File: config.mk
export PLATFORM = sky130hd
export DESIGN_NAME = bcpe_cell
export DESIGN_NICKNAME = d
export VERILOG_FILES = /design/src/sv/bcpe_pkg.sv /design/src/sv/bcpe_cell.sv
export SDC_FILE = /design/constraint.sdc
export NUM_CORES = 2
export LEC_CHECK = 0
export BUFFER_PORTS_ARGS = -buffer_cell sky130_fd_sc_hd__buf_4
export CAP_MARGIN = 30
export CORE_MARGIN = 3
export CORE_UTILIZATION = 50
export DETAILED_ROUTE_END_ITERATION = 16
export PLACE_DENSITY_LB_ADDON = 0.2
export SYNTH_ARGS = -nofsm -noshare
export SYNTH_HDL_FRONTEND = slang
export SYNTH_SLANG_ARGS = --single-unit
File: constraint.sdc
create_clock -name clk -period 12.2 [get_ports clk]
set_clock_uncertainty 0.15 [all_clocks]
set_input_delay 1.22 -clock clk [delete_from_list [all_inputs] [get_ports clk]]
set_output_delay 1.22 -clock clk [all_outputs]
set_load 0.03 [all_outputs]
File: src/sv/bcpe_pkg.sv
// Shared types and constants for the Bezier curve point evaluator.
// No dependencies.
package bcpe_pkg;

  localparam int MAX_POINTS_DEF = 16;

  localparam int COORD_W = 32;
  localparam int FRAC_W  = 16;
  localparam int T_W     = 17;
  localparam int SEG_W   = 16;
  localparam int SLOT_W  = 4;
  localparam int CNT_W   = SLOT_W + 1;
  localparam int DIFF_W  = COORD_W + 1;
  localparam int PROD_W  = DIFF_W + T_W + 1;

  localparam logic [SEG_W-1:0] SEG_COUNT_RESET = 16'd100;
  localparam logic [PROD_W-1:0] ROUND_HALF = PROD_W'(1) << (FRAC_W - 1);

  localparam logic REQ_LOAD = 1'b0;
  localparam logic REQ_EVAL = 1'b1;

  typedef struct packed {
    logic load;
    logic mul;
    logic upd;
  } cell_ctl_t;

endpackage

File: src/sv/bcpe_cell.sv
// One cell of the interpolation chain: holds a control point and a work point.
// Depends on bcpe_pkg.
module bcpe_cell
  import bcpe_pkg::*;
(
  input  logic                       clk,
  input  cell_ctl_t                  ctl,
  input  logic                       wr,
  input  logic signed [COORD_W-1:0]  wr_x,
  input  logic signed [COORD_W-1:0]  wr_y,
  input  logic        [T_W-1:0]      t,
  input  logic signed [COORD_W-1:0]  nb_x,
  input  logic signed [COORD_W-1:0]  nb_y,
  output logic signed [COORD_W-1:0]  work_x,
  output logic signed [COORD_W-1:0]  work_y
);

  logic signed [COORD_W-1:0] ctrl_x;
  logic signed [COORD_W-1:0] ctrl_y;
  logic signed [PROD_W-1:0]  prod_x;
  logic signed [PROD_W-1:0]  prod_y;
  logic signed [DIFF_W-1:0]  diff_x;
  logic signed [DIFF_W-1:0]  diff_y;
  logic signed [T_W:0]       t_s;
  logic signed [PROD_W-1:0]  sum_x;
  logic signed [PROD_W-1:0]  sum_y;

  assign t_s    = $signed({1'b0, t});
  assign diff_x = DIFF_W'(nb_x) - DIFF_W'(work_x);
  assign diff_y = DIFF_W'(nb_y) - DIFF_W'(work_y);
  assign sum_x  = prod_x + $signed(ROUND_HALF);
  assign sum_y  = prod_y + $signed(ROUND_HALF);

  always_ff @(posedge clk) begin
    if (wr) begin
      ctrl_x <= wr_x;
      ctrl_y <= wr_y;
    end
    if (ctl.mul) begin
      prod_x <= PROD_W'(diff_x) * PROD_W'(t_s);
      prod_y <= PROD_W'(diff_y) * PROD_W'(t_s);
    end
    if (ctl.load) begin
      work_x <= ctrl_x;
      work_y <= ctrl_y;
    end else if (ctl.upd) begin
      // floor of (prod + half) / 2^16 added to a
      work_x <= work_x + $signed(sum_x[FRAC_W+COORD_W-1:FRAC_W]);
      work_y <= work_y + $signed(sum_y[FRAC_W+COORD_W-1:FRAC_W]);
    end
  end

endmodule

# Word-level counts from Yosys, hierarchy flattened
# Index checks and enable logic that the tools add are counted.
[totals]
inputBits = 150
word_cells = 19
reg_bits = 224
output_inout_bits = 64
[classes]
n_mux = 4
multipliers = 2
reduce_logical = 1
add_sub_neg = 6
[op_table]
columns = ["op", "n"]
rows = [
  ["$mux W32", 4],
  ["$add A48 B17 Y48 const B", 2],
  ["$mul A33 B18 Y48", 2],
  ["$sub A32 B32 Y33", 2],
  ["$add A32 B32 Y32", 2],
  ["$reduce_bool A2 Y1", 1],
]

# Logic depth before layout (Yosys ltp)
[logic_depth]
word_depth = 4
ltp_mapped = 38
ltp_nobuf = 37

# Worst setup path after synthesis
# OpenSTA, ideal clock, no wires.
[synth_path]
kind = "input-to-reg"
start = "input nb_y[8]"
end = "register prod_y[46], data pin"
setup_ns = 0.258
t_required_ns = 11.792
path_buffers = 0
cell_stages = 33
setup_slack_ns = 2.740
t_arrival_ns = 9.053
cell_sequence = "ha_1 -> a21o_1 -> a21o_1 -> a31o_2 -> or2_4 -> a21oi_4 -> o21ai_2 -> a21o_1 -> a21o_1 -> a21o_1 -> a21oi_4 -> mux2_1 -> fa_1 -> inv_1 -> fa_1 -> fa_1 -> fa_1 -> fa_1 -> inv_1 -> fa_1 -> inv_1 -> ha_1 -> or2_2 -> a21oi_1 -> nor2_1 -> a221o_1 -> a21oi_1 -> o31ai_1 -> a41oi_1 -> o21ai_1 -> o21a_1 -> nor2_1 -> xnor2_1"
[synth_between]
elab_chain_cells = 2
[synth_lines]
columns = ["element", "line_no", "rtl"]
rows = [
  ["start, declared", "bcpe_cell.sv:13", "input logic signed [COORD_W-1:0] nb_y,"],
  ["$sub A32 B32 Y33", "bcpe_cell.sv:30", "assign diff_y = DIFF_W'(nb_y) - DIFF_W'(work_y);"],
  ["$mul A33 B18 Y48", "bcpe_cell.sv:41", "prod_y <= PROD_W'(diff_y) * PROD_W'(t_s);"],
  ["end signal, assigned", "bcpe_cell.sv:41", ""],
  ["end, declared", "bcpe_cell.sv:21", "logic signed [PROD_W-1:0] prod_y;"],
]
# No other way between the ends.
# A chain may end at the register's enable or synchronous reset.

# Final worst setup path
# Ends and elaborated chain as after synthesis.

==> metrics <==
status=complete, no violations; TritonCTS clock tree=done; EDFF count, synth=194; number of routed nets with antenna violations=0; largest family of logic cells by synthesized area=adder cells; global-route wire length before repair=213.1 mm; Vias/cell=5.301; XOR/XNOR Fraction of Synth Area=0.04222; IO Port Bufs=213; Row Count=116; synthesized net count=7034; area occupied by multi-input gates=39040 µm²; Async SR Flop Fraction=0; Fill cells=9157; predominant post-synthesis flop cell=edfxtp_1; core area=100100 µm²; initial DRC count=1857; Yosys reg bits=194; Vias=36670; Synth area leaders=fa_1 (41%), edfxtp_1 (12%), inv_1 (9.8%); CP max-delay cell=a21oi_4; Chip Width=324.1 µm; Post-Syn Area=50590 µm²; die area=105000 µm²; Worst EP required=12.29 ns; # resized after CTS=0; GRT Resource Usage Total=0.2584; Synth Area in Compound Gates=0.06866; Rel. slew slack=0.3567; largest net degree at the start of global routing=68; Tmin final=10.12 ns; startpoint types=primary input; crit end category=flop; clk root buf=clkbuf_16; Yosys Warn Count=0; initial antenna violation count=0; DRT Pass-1 Iters=7; FF/Latch Area=5826 µm²; routability congestion estimate=0.8792; # H-tree levels=4; Post-synth top cells=inv_1 (1325), fa_1 (1032), nand2_1 (634); Max-cap violations=0; Residual DRC=0; area share of the largest cell type after synthesis=0.4084; Synth area leader=fa_1; CTS sink cnt=194; fin nets=7136; post-synth cell types=82; HP Class=flop to flop; Gate Count Post-Synth=5504; RSZ-0062 raised after global routing=no; TritonCTS buffer count=17; sequential share of the synthesized area=0.1152; Clock Pin Slew Worst Setup and Hold Paths=0.09 ns; number of antenna diodes=0; ratio of cells with drive above 1 in the final layout=0.06603; critical path peak fanout=17; TNS Setup=0 ns; vias in the first global route=39910; fin crit share=0.8298; DP Wirelength=103.9 mm; I/O pin cnt=214; fin. max-slew vios=0; syn avg cell area=9.191 µm²; postcts setup bufs=0; adder-cell share of the synthesized area=0.4945; critical path's largest stage delay=0.66 ns; DR WL/cell=18.81 µm; Synth Area in Simple Gates=0.1603; Max Clk Rate=98.78 MHz; total grt overflow=0; crit path DAT=10.22 ns; setup violators final=0; Initial Utilization=0.5051; die height=324.1 µm; mux contribution to synthesized area=0.004774; hold violation count in the final report=0; worst slew pin tran=0.9581 ns; Worst-Skew Late Latency=0.48 ns; most common cell in the netlist=inv_1; hold buffer count at CTS=0; Clock Tree Buf Depth=2; WS Path Type=primary input to flop; Synth-to-Final Area Change=7.395%; routed wire length=130.1 mm
-- area by class of cell --
cell class	instances	area share
inverters	1325	0.09155
multi-input cells	3778	0.7186
clock inverters	14	0.003109
clock buffers	18	0.007900
well taps	1298	0.02989
repair buffers	290	0.04173
flip-flops and latches	194	0.1072
-- flip-flops by register name, indices dropped and copies added, names as in the netlist --
name,flops
prod_x,33
prod_y,33
ctrl_x,32
ctrl_y,32
work_x,32
work_y,32
-- per-layer routing --
layer	track usage	wire length, µm	part of all wire	up-vias
li1	-	-	-	16760
met5	0	0	0	-
met4	0.06907	3524	0.027	0
met1	0.3327	54160	0.42	18780
met3	0.02271	5597	0.043	201
met2	0.4679	66840	0.51	930
-- final timing paths --
check                                     startpoint                    to  slack [ns]  cells past startpoint
worst max-delay path                         nb_y[8]  prod_y[46]$_DFFE_PP_        2.08                     34
worst min-delay path            ctrl_x[22]$_DFFE_PP_  work_x[22]$_DFFE_PP_        0.38                      2
worst max register to register   work_y[1]$_DFFE_PP_  prod_y[46]$_DFFE_PP_        2.39                     35
worst min register to register  ctrl_x[22]$_DFFE_PP_  work_x[22]$_DFFE_PP_        0.38                      2
-- per-stage QoR --
step	setup WS, ns	util	cells	instance area (µm²)	hold slack [ns]
detailed placement	1.566	0.5365	6885	53730	0.3621
floorplan	2.740	-	5504	50590	0.3484
finish	2.076	0.5425	6917	54330	0.3807
global route	1.453	0.5425	6917	54330	0.4143
global placement	1.661	0.5349	6876	53570	0.3579
CTS	2.055	0.5425	6917	54330	0.3835
-- layout by cell type (no fill, tap or decap), types with 70 or more instances in the layout --
cell type  netlist  final
a21o_1          74     74
a21oi_1        145    144
and2_1         521    521
buf_4            1    282
edfxtp_1       194    194
fa_1          1032   1032
ha_1           348    348
inv_1         1325   1325
nand2_1        634    634
nor2_1          99     95
nor2b_1         71     71
o21ai_0        102    102
xnor2_1        168    166
xor2_1          74     70
-- cells by family after synthesis --
logic type / after synthesis
DFF: 194
AOI/OAI and AO/OA: 537
and+or+nand+nor: 1595
xor gates and xnor gates: 243
buffers and inverters: 1532
adders and majority gates: 1380
muxes: 23
-- critical path, delay by kind of cell --
family,cells,cell delay [ns]
AO/OA/AOI/OAI,16,4.26
adder cells (fa/ha/maj),8,3.68
AND/OR/NAND/NOR,3,0.44
buffers and inverters,5,0.32
multiplexers,1,0.22
XOR/XNOR,1,0.08
Power is not shown: default switching activity piles up to over one toggle a cycle in this logic, so the estimate is an artifact.
