`src/sv/bcpe_pkg.sv`:
```
// Shared types and constants for the Bezier curve point evaluator.
// No dependencies.
package bcpe_pkg;

  localparam int MAX_POINTS_DEF = 16;

  localparam int COORD_W = 32;
  localparam int FRAC_W  = 16;
  localparam int T_W     = 17;
  localparam int SEG_W   = 16;
  localparam int SLOT_W  = 4;
  localparam int CNT_W   = SLOT_W + 1;
  localparam int DIFF_W  = COORD_W + 1;
  localparam int PROD_W  = DIFF_W + T_W + 1;

  localparam logic [SEG_W-1:0] SEG_COUNT_RESET = 16'd100;
  localparam logic [PROD_W-1:0] ROUND_HALF = PROD_W'(1) << (FRAC_W - 1);

  localparam logic REQ_LOAD = 1'b0;
  localparam logic REQ_EVAL = 1'b1;

  typedef struct packed {
    logic load;
    logic mul;
    logic upd;
  } cell_ctl_t;

endpackage

```
`src/sv/bcpe_tdiv.sv`:
```
// Bit-serial divider forming t = round(idx * 2^16 / segs), half up, in Q1.16.
// Depends on bcpe_pkg.
module bcpe_tdiv
  import bcpe_pkg::*;
(
  input  logic             clk,
  input  logic             rst,
  input  logic             start,
  input  logic [SEG_W-1:0] idx,
  input  logic [SEG_W-1:0] segs,
  output logic             done,
  output logic [T_W-1:0]   t
);

  localparam int Q_W     = T_W + 1;
  localparam int STEPS   = T_W;
  localparam int STEP_W  = $clog2(STEPS + 1);

  logic [SEG_W-1:0]  divisor;
  logic [SEG_W-1:0]  rem;
  logic [Q_W-1:0]    q;
  logic [STEP_W-1:0] cnt;
  logic              busy;
  logic [SEG_W:0]    rem2;
  logic              ge;
  logic [Q_W:0]      q_inc;

  assign rem2  = {rem, 1'b0};
  assign ge    = rem2 >= {1'b0, divisor};
  assign q_inc = (Q_W+1)'(q) + (Q_W+1)'(1);
  assign t     = T_W'(q_inc >> 1);

  always_ff @(posedge clk) begin
    if (rst) begin
      busy <= 1'b0;
      done <= 1'b0;
      cnt  <= '0;
    end else begin
      done <= 1'b0;
      if (start) begin
        busy <= 1'b1;
        cnt  <= STEP_W'(STEPS);
      end else if (busy) begin
        cnt <= cnt - STEP_W'(1);
        if (cnt == STEP_W'(1)) begin
          busy <= 1'b0;
          done <= 1'b1;
        end
      end
    end
  end

  always_ff @(posedge clk) begin
    if (start) begin
      divisor <= segs;
      if (idx >= segs) begin
        rem <= idx - segs;
        q   <= Q_W'(1);
      end else begin
        rem <= idx;
        q   <= '0;
      end
    end else if (busy) begin
      rem <= ge ? SEG_W'(rem2 - {1'b0, divisor}) : rem2[SEG_W-1:0];
      q   <= {q[Q_W-2:0], ge};
    end
  end

endmodule

```
`config.mk`:
```
export PLATFORM = sky130hd
export DESIGN_NAME = bcpe_tdiv
export DESIGN_NICKNAME = d
export VERILOG_FILES = /design/src/sv/bcpe_pkg.sv /design/src/sv/bcpe_tdiv.sv
export SDC_FILE = /design/constraint.sdc
export NUM_CORES = 1
export LEC_CHECK = 0
export ABC_AREA = 1
export BUFFER_PORTS_ARGS = -buffer_cell sky130_fd_sc_hd__buf_2
export CAP_MARGIN = 10
export CORE_MARGIN = 10
export CORE_UTILIZATION = 40
export DETAILED_ROUTE_END_ITERATION = 8
export PLACE_DENSITY = 0.66
export SLEW_MARGIN = 10
export SYNTH_ARGS = -nofsm -noshare
export SYNTH_HDL_FRONTEND = slang
export SYNTH_SLANG_ARGS = --single-unit
```
`constraint.sdc`:
```
create_clock -name clk -period 2.7 [get_ports clk]
set_clock_uncertainty 0.05 [all_clocks]
set_input_delay 0.54 -clock clk [delete_from_list [all_inputs] [get_ports clk]]
set_output_delay 0.54 -clock clk [all_outputs]
set_load 0.01 [all_outputs]
```
After elaboration in Yosys (flattened, before gate mapping) --
Cells that the tools add are included.
Storage, ports and cells: word-level logic and storage cells 31, bits of input ports 35, bits in registers 57, output and inout bits 18
Operators by class: add/subtract/negate cells 4, reductions and logical operators 3, equality and inequality tests 1, magnitude comparators 2, bitwise gates (word level) 1, multiplexer cells 13
Operators with widths (number):
- two-way mux 16 bit | 4
- two-way mux 18 bit | 2
- subtractor 16 bit | 2
- adder 18 x 1 -> 18 bit (second input constant) | 1
- greater-or-equal comparator 17 x 16 -> 1 bit | 1
- greater-or-equal comparator 16 bit | 1
- two-way mux 5 bit | 2
- == test 5 x 1 -> 1 bit (second input constant) | 1
- two-way mux 1 bit | 5
- subtractor 5 x 1 -> 5 bit (second input constant) | 1
- OR reduction 3 bit | 1
- nonzero test 2 bit | 1
- OR reduction 2 bit | 1
- inverter 1 bit | 1

Logic depth before layout (Yosys ltp) --
Gate-level depths: netlist of run 1.
depth after elaboration 4, mapped depth 14, gate-level depth less buffers 14

Worst setup path after synthesis of run 1 --
No wires, ideal clock.
path kind input-to-reg, start in idx[0], end reg rem[9] (data pin), path buffers 1, data required time 2.396 ns, path slack 0.406 ns, cell stages on the path 14, setup time 0.254 ns, arrival 1.991 ns, cell sequence inv_1 > ha_1 > fa_1 > inv_1 > nand2_1 > nand2_1 > nand3_1 > nand3_1 > nand2_2 > nand2_4 > buf_6 > nand3_1 > nand3_1 > nand2_1
On the way: longest elaborated chain between the ends 3, elaborated cells on any way between the ends 4, classes of those cells add/sub (1); order compare (1); mux (2)
RTL lines:
- start: declaration | RTL line bcpe_tdiv.sv:9 | input logic [SEG_W-1:0] idx,
- subtractor 16 bit / greater-or-equal comparator 16 bit (equally long branches) | RTL line bcpe_tdiv.sv:57, bcpe_tdiv.sv:56
- two-way mux 16 bit (*) | RTL line bcpe_tdiv.sv:56 | if (idx >= segs) begin
- two-way mux 16 bit (*) | RTL line bcpe_tdiv.sv:54 | if (start) begin
- end signal: assignment | RTL line bcpe_tdiv.sv:57 | rem <= idx - segs;
- end signal: assignment | RTL line bcpe_tdiv.sv:60 | rem <= idx;
- end signal: assignment | RTL line bcpe_tdiv.sv:64 | rem <= ge ? SEG_W'(rem2 - {1'b0, divisor}) : rem2[SEG_W-1:0];
- end: declaration | RTL line bcpe_tdiv.sv:20 | logic [SEG_W-1:0] rem;
Every way passes the cells marked *; elsewhere a longest branch is shown, timed or not. A chain may end at the register's enable or synchronous reset.

Worst setup path after layout of run 1 --
start reg q[0], end out t[15]
On the way: longest elaborated chain between the ends 1
RTL lines:
- start: declaration | RTL line bcpe_tdiv.sv:21 | logic [Q_W-1:0] q;
- start signal: assignment | RTL line bcpe_tdiv.sv:65 | q <= {q[Q_W-2:0], ge};
- adder 18 x 1 -> 18 bit | RTL line bcpe_tdiv.sv:30 | assign q_inc = (Q_W+1)'(q) + (Q_W+1)'(1);
- end: declaration | RTL line bcpe_tdiv.sv:12 | output logic [T_W-1:0] t
No other way between the ends.

==> metrics.md, run 1 <==
| Metric | Value |
|---|---|
| Outcome | completed |
| Placement Cell Area | 5520 um^2 |
| Crit path cell chain | ha_2 -> nand3_2 -> nor2_4 -> nand4_1 -> nor3_2 -> nand2_1 -> xor2_1 -> buf_2 |
| Antenna violations before repair | 0 |
| Largest net degree at the start of global routing | 52 |
| Latest clock arrival within the worst-skew pair | 320 ps |
| Type of the worst min-delay path | in2reg |
| Routed vias | 4,472 |
| Leading cell type in the layout, fill and taps excluded | sky130_fd_sc_hd__nand2_1 |
| Destination of the worst hold path | cnt[4]$_SDFFE_PP0P_ |
| Synthesized net count | between 800 and 900 |
| Number of cells on the worst reg-to-reg path | 13 |
| Area used by sequential logic in the layout | 1640 um^2 |
| Lkg Pwr | 3.11 nW |
| Kind of launch point of the worst setup path | flip-flop |
| TritonCTS clock tree | yes |
| Iteration-0 DRC count of the detailed router | 180 |
| Number of distinct standard cells referenced by the synthesized netlist | 38 |
| Number of CTS-inserted buffers | 9 |
| Synthesized instance count | 729 |
| IR drop worst, VDD | roughly 0.34 mV |
| Rel. slew slack | 63.1% |
| Commonest non-fill, non-tap cells in the layout | 230 x sky130_fd_sc_hd__nand2_1, 138 x sky130_fd_sc_hd__inv_1, 75 x sky130_fd_sc_hd__nand3_1 |
| Total setup violations reported at the end of the flow | 0 |
| Path type of the worst setup path | reg2out |
| Rows | 41 |
| Number of buffers between clock root and the deepest sink | 2 |
| Number of I/O port buffers | 52 |
| Number of flops mapped to enable cells by yosys | 50 |
| Tot Pwr | 3.96 mW |
| Cell depth of the worst min-delay path | 2 |
| Setup slack of the most critical reg-to-reg path | about 470 ps |
| Number of diodes | 0 |
| Clock-pin slew of the registers on the worst-case setup and hold paths | 50 ps |
| Flops & latches, synth | 57 |
| Main flop type after synthesis | sky130_fd_sc_hd__edfxtp_1 |
| Post-Route WL | 11.5 mm |
| Portion of the clock cycle consumed by the worst path in the final layout | 94.7% |
| H-Tree Level Count | 3 |
| Final hold vios | 0 |
| R2r endpoint | rem[14]$_DFFE_PP_ |
| Arrival time at the worst endpoint | 1970 ps |
| Post-detailed-route via-to-cell ratio | 4.62 |
| Critical path's largest stage delay | slightly below 400 ps |
| Remaining design rule violation count | 0 |
| Critical path peak fanout | 4 |
| Die outline height | 132 um |
| Total count of max-transition violations in the final report | 0 |
| Total grt overflow | 0 |
| Synth warnings | 0 |
| Die width | 132 um |
| Final weighted congestion in routability-driven placement | slightly below 0.9 |
| Area of combinational cells with multiple inputs | 2830 um^2 |
| Placeable Area | 12,500 um^2 |
| Crit end category | output pin |
| Worst r2r src | rem[2]$_DFFE_PP_ |
| Area growth from synthesis to layout | 16.2% |
| Finished Cell Area | 5880 um^2 |
| Share of post-route cells with drive strength above 1 | 13.5% |
| Sequential fraction of the synthesis area | 32.5% |
| Starting density of the core | 40.4% |
| Detailed placer's ending HPWL | approximately 9.7 mm |
| Cell at the root of the clock tree | sky130_fd_sc_hd__clkbuf_16 |
| Max-Cap Viols | 0 |
| Highest Clock Rate | 0.391 GHz |
| Number of global-route vias before repair | 4,281 |
| Worst-margin pin slew | around 550 ps |
| Final layout net count | 862 |
| Remaining antenna violation count after routing | 0 |
| Num ports | 53 |
| Min-Delay Startpoint | rst |
| Average cell area after synthesis | 6.94 um^2 |
| First-pass GRT wire length | 19.6 mm |
| Hold slack | ~330 ps |
| Post-DR wirelength/cell | 11.9 um |
| Share of synthesized registers carrying an async set or reset | 0% |
| Power density of the placed cells | 674 nW/um^2 |
| Area of the mapped netlist | 5060 um^2 |
| Fillers | about 1,300 |
| Overall Global Routing Usage | about an eighth |
| Slowest stage cell, crit path | sky130_fd_sc_hd__edfxtp_1 |
| Required time of the critical path | 2110 ps |
| Clock Sink Count | 57 |
| Drt pass-1 iters | 6 |
| Time the final worst path needs with I/O delays and setup | roughly 2600 ps |
| Die ar. | 17,500 um^2 |
-- how the worst max path moves through the flow --
stage	startpoint	end	slack [ps]	depth (start not counted)
4_1_cts	q[0]$_DFFE_PP_	t[15]	70	8
5_1_grt	q[0]$_DFFE_PP_	t[15]	-8	8
3_3_place_gp	idx[0]	rem[14]$_DFFE_PP_	130	14
6_report	q[0]$_DFFE_PP_	t[15]	140	8
3_5_place_dp	idx[0]	rem[14]$_DFFE_PP_	100	14
2_1_floorplan	idx[0]	rem[9]$_DFFE_PP_	410	14
-- metrics by stage --
stage	worst slack (ps)	utilization, %	instances	setup TNS, ps
floorplan	406	-	729	0
global placement	125	44.1	949	0
detailed placement	102	44.1	949	0
CTS	66.8	46.7	965	0
global route	-7.98	47.0	967	-7.98
finish	143	47.0	967	0
-- state kept, by name, summed over array words and instances, names as in the netlist --
| register | cells |
|---|---|
| q | 18 |
| divisor | 16 |
| cnt | 5 |
| busy | 1 |
| done | 1 |
| rem | 16 |
-- critical path: cells and delay by family, from the launching register on --
| family | cells | cell delay, ps |
|---|---|---|
| simple gates | 5 | 760 |
| fa+ha+maj | 1 | 220 |
| flops | 1 | 390 |
| buf+inv | 1 | 140 |
| xor+xnor | 1 | 140 |
-- metal layers --
layer | routed length [um] | vias to the layer above | track usage [%]
met5 | 0 | - | 0
met4 | 213 | 0 | 4.83
met3 | 387 | 17 | 2.23
met2 | 5280 | 71 | 21.6
met1 | 5650 | 1956 | 16.9
li1 | - | 2428 | -
-- what timing repair did --
action | in CTS | in global routing
resized for setup | 0 | 3
hold buffers | 0 | 0
setup buffers | 0 | 2
endpoints found under the setup margin | 0 | 2
-- cell families after synthesis --
kind of cell / after synthesis / synth area share [%]
adder cells (fa/ha/maj): 37 / 9.45
AO/OA/AOI/OAI: 29 / 3.27
XOR/XNOR: 30 / 5.20
buffers and inverters: 152 / 11.8
AND/OR/NAND/NOR: 424 / 37.8
flip-flops: 57 / 32.5
-- cell type report --
class,instances,area share (%)
multi-input cells,520,48.1
flip-flops and latches,57,27.9
inverters,140,8.94
repair buffers,62,5.70
clock buffers,14,5.39
well taps,172,3.66
clock inverters,2,0.234
-- report_power, final --
group | total, mW | internal (mW) | switching, mW
Combinational | 1.59 | 0.592 | 0.996
Clock | 1.17 | 0.806 | 0.366
Sequential | 1.20 | 1.13 | 0.0754
Total | 3.96 | 2.53 | 1.44
-- synth_stat cells (all sizes together) (5+ instances only) --
cell type | count | share of area [%]
a21oi | 17 | 1.8
buf | 10 | 1.3
dfxtp | 7 | 2.8
edfxtp | 50 | 30
ha | 35 | 8.7
inv | 140 | 10
nand2 | 238 | 18
nand3 | 79 | 8.1
nand3b | 20 | 3.0
nand4 | 10 | 1.2
nor2 | 61 | 5.2
nor3 | 11 | 1.3
o21ai | 5 | 0.49
xnor2 | 9 | 1.6
xor2 | 21 | 3.6
Note: power is estimated with default switching activity, not from simulation.
==> inputs of run 2 (changes only) <==
--- a/config.mk
+++ b/config.mk
@@ -5,13 +5,13 @@
 export SDC_FILE = /design/constraint.sdc
 export NUM_CORES = 1
 export LEC_CHECK = 0
-export ABC_AREA = 1
+export ABC_AREA = 0
 export BUFFER_PORTS_ARGS = -buffer_cell sky130_fd_sc_hd__buf_2
 export CAP_MARGIN = 10
 export CORE_MARGIN = 10
 export CORE_UTILIZATION = 40
 export DETAILED_ROUTE_END_ITERATION = 8
-export PLACE_DENSITY = 0.66
+export PLACE_DENSITY = 0.67
 export SLEW_MARGIN = 10
 export SYNTH_ARGS = -nofsm -noshare
 export SYNTH_HDL_FRONTEND = slang
==> run 2 against run 1 <==
Against the previous run:
- worst hold slack better by 13 ps
- non-clock buffer count grew 55
- cell area decreased by 5.6%
- die area down 13%
- largest power group unchanged
- highest routed layer unchanged
- area after synthesis down 16%
==> metrics.md, run 2 <==
| Metric | Value |
|---|---|
| Num ports | 53 |
| H-Tree Level Count | 3 |
| Number of buffers between clock root and the deepest sink | 2 |
| Portion of the clock cycle consumed by the worst path in the final layout | 99.8% |
| Remaining antenna violation count after routing | 0 |
| Max-Cap Viols | 0 |
| Share of power burned in registers | about a third |
| Fraction of power consumed by the clock network | 18.5% |
| Dominant cell type by area after synthesis | sky130_fd_sc_hd__edfxtp_1 |
| Commonest non-fill, non-tap cells in the layout | 60 x sky130_fd_sc_hd__buf_4, 52 x sky130_fd_sc_hd__buf_2, 50 x sky130_fd_sc_hd__edfxtp_1 |
| Die outline height | 123 um |
| Kind of launch point of the worst setup path | flip-flop |
| First-pass GRT wire length | between 15 and 20 mm |
| Flip-flop count of the largest register after layout | 18 |
| Clock-pin slew of the registers on the worst-case setup and hold paths | approximately 70 ps |
| Post-Route WL | 10.9 mm |
| Remaining design rule violation count | 0 |
| Outcome | completed |
| Flops & latches, synth | 57 |
| Number of CTS-inserted buffers | 9 |
| Detailed placer's ending HPWL | 7.93 mm |
| Area growth from synthesis to layout | 30.0% |
| Tot Pwr | about 3.7 mW |
| Number of flops mapped to enable cells by yosys | 50 |
| Synth warnings | 0 |
| Share of power burned in combinational logic | 48.4% |
| Xor/xnor share of the synthesized area | 8.21% |
| Synthesized instance count | roughly 460 |
| Largest regs | q: 18 flops, divisor: 16 flops, rem: 16 flops |
| Register with the most flip-flops | q |
| Type of the worst min-delay path | in2reg |
| Number of I/O port buffers | 52 |
| Share of synthesized area spent on multiplexers | 1.88% |
| Time the final worst path needs with I/O delays and setup | 2690 ps |
| Ranking of synthesized cells by instance count | 50 x sky130_fd_sc_hd__edfxtp_1, 45 x sky130_fd_sc_hd__inv_1, 38 x sky130_fd_sc_hd__a21oi_1, 35 x sky130_fd_sc_hd__ha_1, 31 x sky130_fd_sc_hd__nor2_1 |
| Fraction of power spent switching nets | a little under two fifths |
| Starting density of the core | 41.1% |
| Average cell area after synthesis | 9.30 um^2 |
| Power density of the placed cells | 668 nW/um^2 |
| Number of cells in the design after placement | just under 700 |
| Leading cell type in the layout, fill and taps excluded | sky130_fd_sc_hd__buf_4 |
| Number of non-filler instances in the completed layout | 717 |
| Latest clock arrival within the worst-skew pair | 340 ps |
| Rel. slew slack | 65.1% |
| Path type of the worst setup path | reg2reg |
| Lkg Pwr | between 2 and 2.5 nW |
| Crit end category | flip-flop |
| Sum of negative setup slack | 0 ps |
| Total setup violations reported at the end of the flow | 0 |
| Drt pass-1 iters | 5 |
| Compound-Gate Fraction of Synth Area | 19.2% |
| Worst r2r src | rem[5]$_DFFE_PP_ |
| Post-detailed-route via-to-cell ratio | between 5 and 6 |
| Rows | 37 |
| Number of distinct standard cells referenced by the synthesized netlist | 52 |
| Final hold vios | 0 |
| Area of the mapped netlist | 4270 um^2 |
| Largest family of logic cells by synthesized area | compound AO/OA/AOI/OAI gates |
| Most area-consuming cells after synthesis | sky130_fd_sc_hd__edfxtp_1 35%, sky130_fd_sc_hd__ha_1 10%, sky130_fd_sc_hd__xnor2_1 5.5%, sky130_fd_sc_hd__a21oi_1 4.5%, sky130_fd_sc_hd__inv_1 4.0% |
| Most instantiated library cell after synthesis | sky130_fd_sc_hd__edfxtp_1 |
| Die width | 123 um |
| Arrival time at the worst endpoint | 2710 ps |
| Routed vias | 3,800 |
| Start point of the critical path | rem[5]$_DFFE_PP_ |
| Hold_buf cts | 0 |
| IR drop worst, VDD | 0.302 mV |
| Iteration-0 DRC count of the detailed router | 220 |
| Synthesized net count | 531 |
| TritonCTS clock tree | yes |
| Clock Sink Count | 57 |
| Overall Global Routing Usage | 13.7% |
| Critical path peak fanout | 8 |
| Sequential fraction of the synthesis area | 38.5% |
| Main flop type after synthesis | sky130_fd_sc_hd__edfxtp_1 |
| Worst-margin pin slew | 524 ps |
| Cell at the root of the clock tree | sky130_fd_sc_hd__clkbuf_8 |
| Total count of max-transition violations in the final report | 0 |
| Required time of the critical path | 2720 ps |
| Antenna violations before repair | 0 |
| Number of global-route vias before repair | 3,707 |
| Total grt overflow | 0 |
| Number of diodes | 0 |
| Setup repair after global routing missed its margin | yes |
| Highest Clock Rate | 0.371 GHz |
| Synth top area share | between 30% and 40% |
| Post-Synth Simple-Gate Area | between 10% and 20% |
| Share of post-route cells with drive strength above 1 | around 29% |
| Post-DR wirelength/cell | ~15 um |
| Fillers | 935 |
| Switching power | 1.40 mW |
| Share of synthesized registers carrying an async set or reset | 0% |
| Largest net degree at the start of global routing | 47 |
| Internal power | about 2.3 mW |
| Final layout net count | 648 |
| Min-Delay Startpoint | segs[15] |
| Placeable Area | between 10,000 and 15,000 um^2 |
| Die ar. | 15,200 um^2 |
| Final weighted congestion in routability-driven placement | 0.831 |
| Area share of fa/ha/maj cells after synthesis | between 10% and 20% |
run 2: final timing paths:
kind / slack, ps / endpoint / cells past startpoint
worst max-delay path: 7 / rem[13]$_DFFE_PP_ / 9
worst min-delay path: 340 / divisor[15]$_DFFE_PP_ / 1
worst max register to register: 7 / rem[13]$_DFFE_PP_ / 9
worst min register to register: 490 / cnt[1]$_SDFFE_PP0P_ / 2
run 2: area by class of cell:
cell class	count	area [um^2]	share of cell area [%]
Multi-Input combinational cell	345	2570	46.4
Tap cell	136	170	3.07
Clock buffer	9	124	2.23
Sequential cell	57	1640	29.6
Inverter	46	180	3.25
Timing Repair Buffer	117	812	14.6
Clock inverter	7	45.0	0.812
run 2: cell families (layout without fill, tap and decap cells):
kind of cell | Yosys count | in the layout
AO/OA/AOI/OAI | 127 | 127
XOR/XNOR | 40 | 40
adder cells (fa/ha/maj) | 37 | 37
buffers and inverters | 57 | 179
flip-flops | 57 | 57
multiplexers | 8 | 8
AND/OR/NAND/NOR | 133 | 133
run 2: metal layers:
layer  part of all wire (%)  global-route usage, %
met5                      0                      0
met4                    1.7                   4.29
met3                    5.7                   2.92
met1                     46                   18.3
met2                     47                   21.9
run 2: repair_timing:
item | in CTS | in global routing
buffers inserted | 2 | 7
gates cloned | 0 | 2
hold endpoints to repair | 0 | 0
resized for setup | 1 | 34
pin swaps | 1 | 11
setup endpoints to repair | 4 | 22
run 2: power groups by stage:
| stage | combinational (mW) | sequential (mW) | clock, mW |
|---|---|---|---|
| detailed placement | 1.54 | 1.24 | 0 |
| global route | 1.97 | 1.24 | 0.742 |
| global placement | 1.51 | 1.23 | 0 |
| CTS | 1.56 | 1.22 | 0.696 |
| finish | 1.79 | 1.23 | 0.685 |
| floorplan | 1.09 | 1.21 | 0 |
run 2: through the flow:
step / setup WS [ps] / hold WS, ps / instance area [um^2] / utilization [%]
4_1_cts: 10.9 / 341 / 5300 / 51.1
6_report: 6.75 / 340 / 5550 / 53.5
3_5_place_dp: -252 / 479 / 5110 / 49.3
2_1_floorplan: -11.0 / 419 / 4310 / -
3_3_place_gp: -247 / 440 / 5110 / 49.3
5_1_grt: -68.8 / 340 / 5550 / 53.5
run 2: worst max-delay path, stage by stage (launching register included):
cell and delay [ps]:
sky130_fd_sc_hd__edfxtp_1 420, sky130_fd_sc_hd__ha_1 380, sky130_fd_sc_hd__a2111o_1 450, sky130_fd_sc_hd__o21ai_2 180
sky130_fd_sc_hd__o21ai_2 120, sky130_fd_sc_hd__a21oi_4 280, sky130_fd_sc_hd__buf_12 160, sky130_fd_sc_hd__nor2_1 50
sky130_fd_sc_hd__a211oi_1 270, sky130_fd_sc_hd__a21oi_1 70
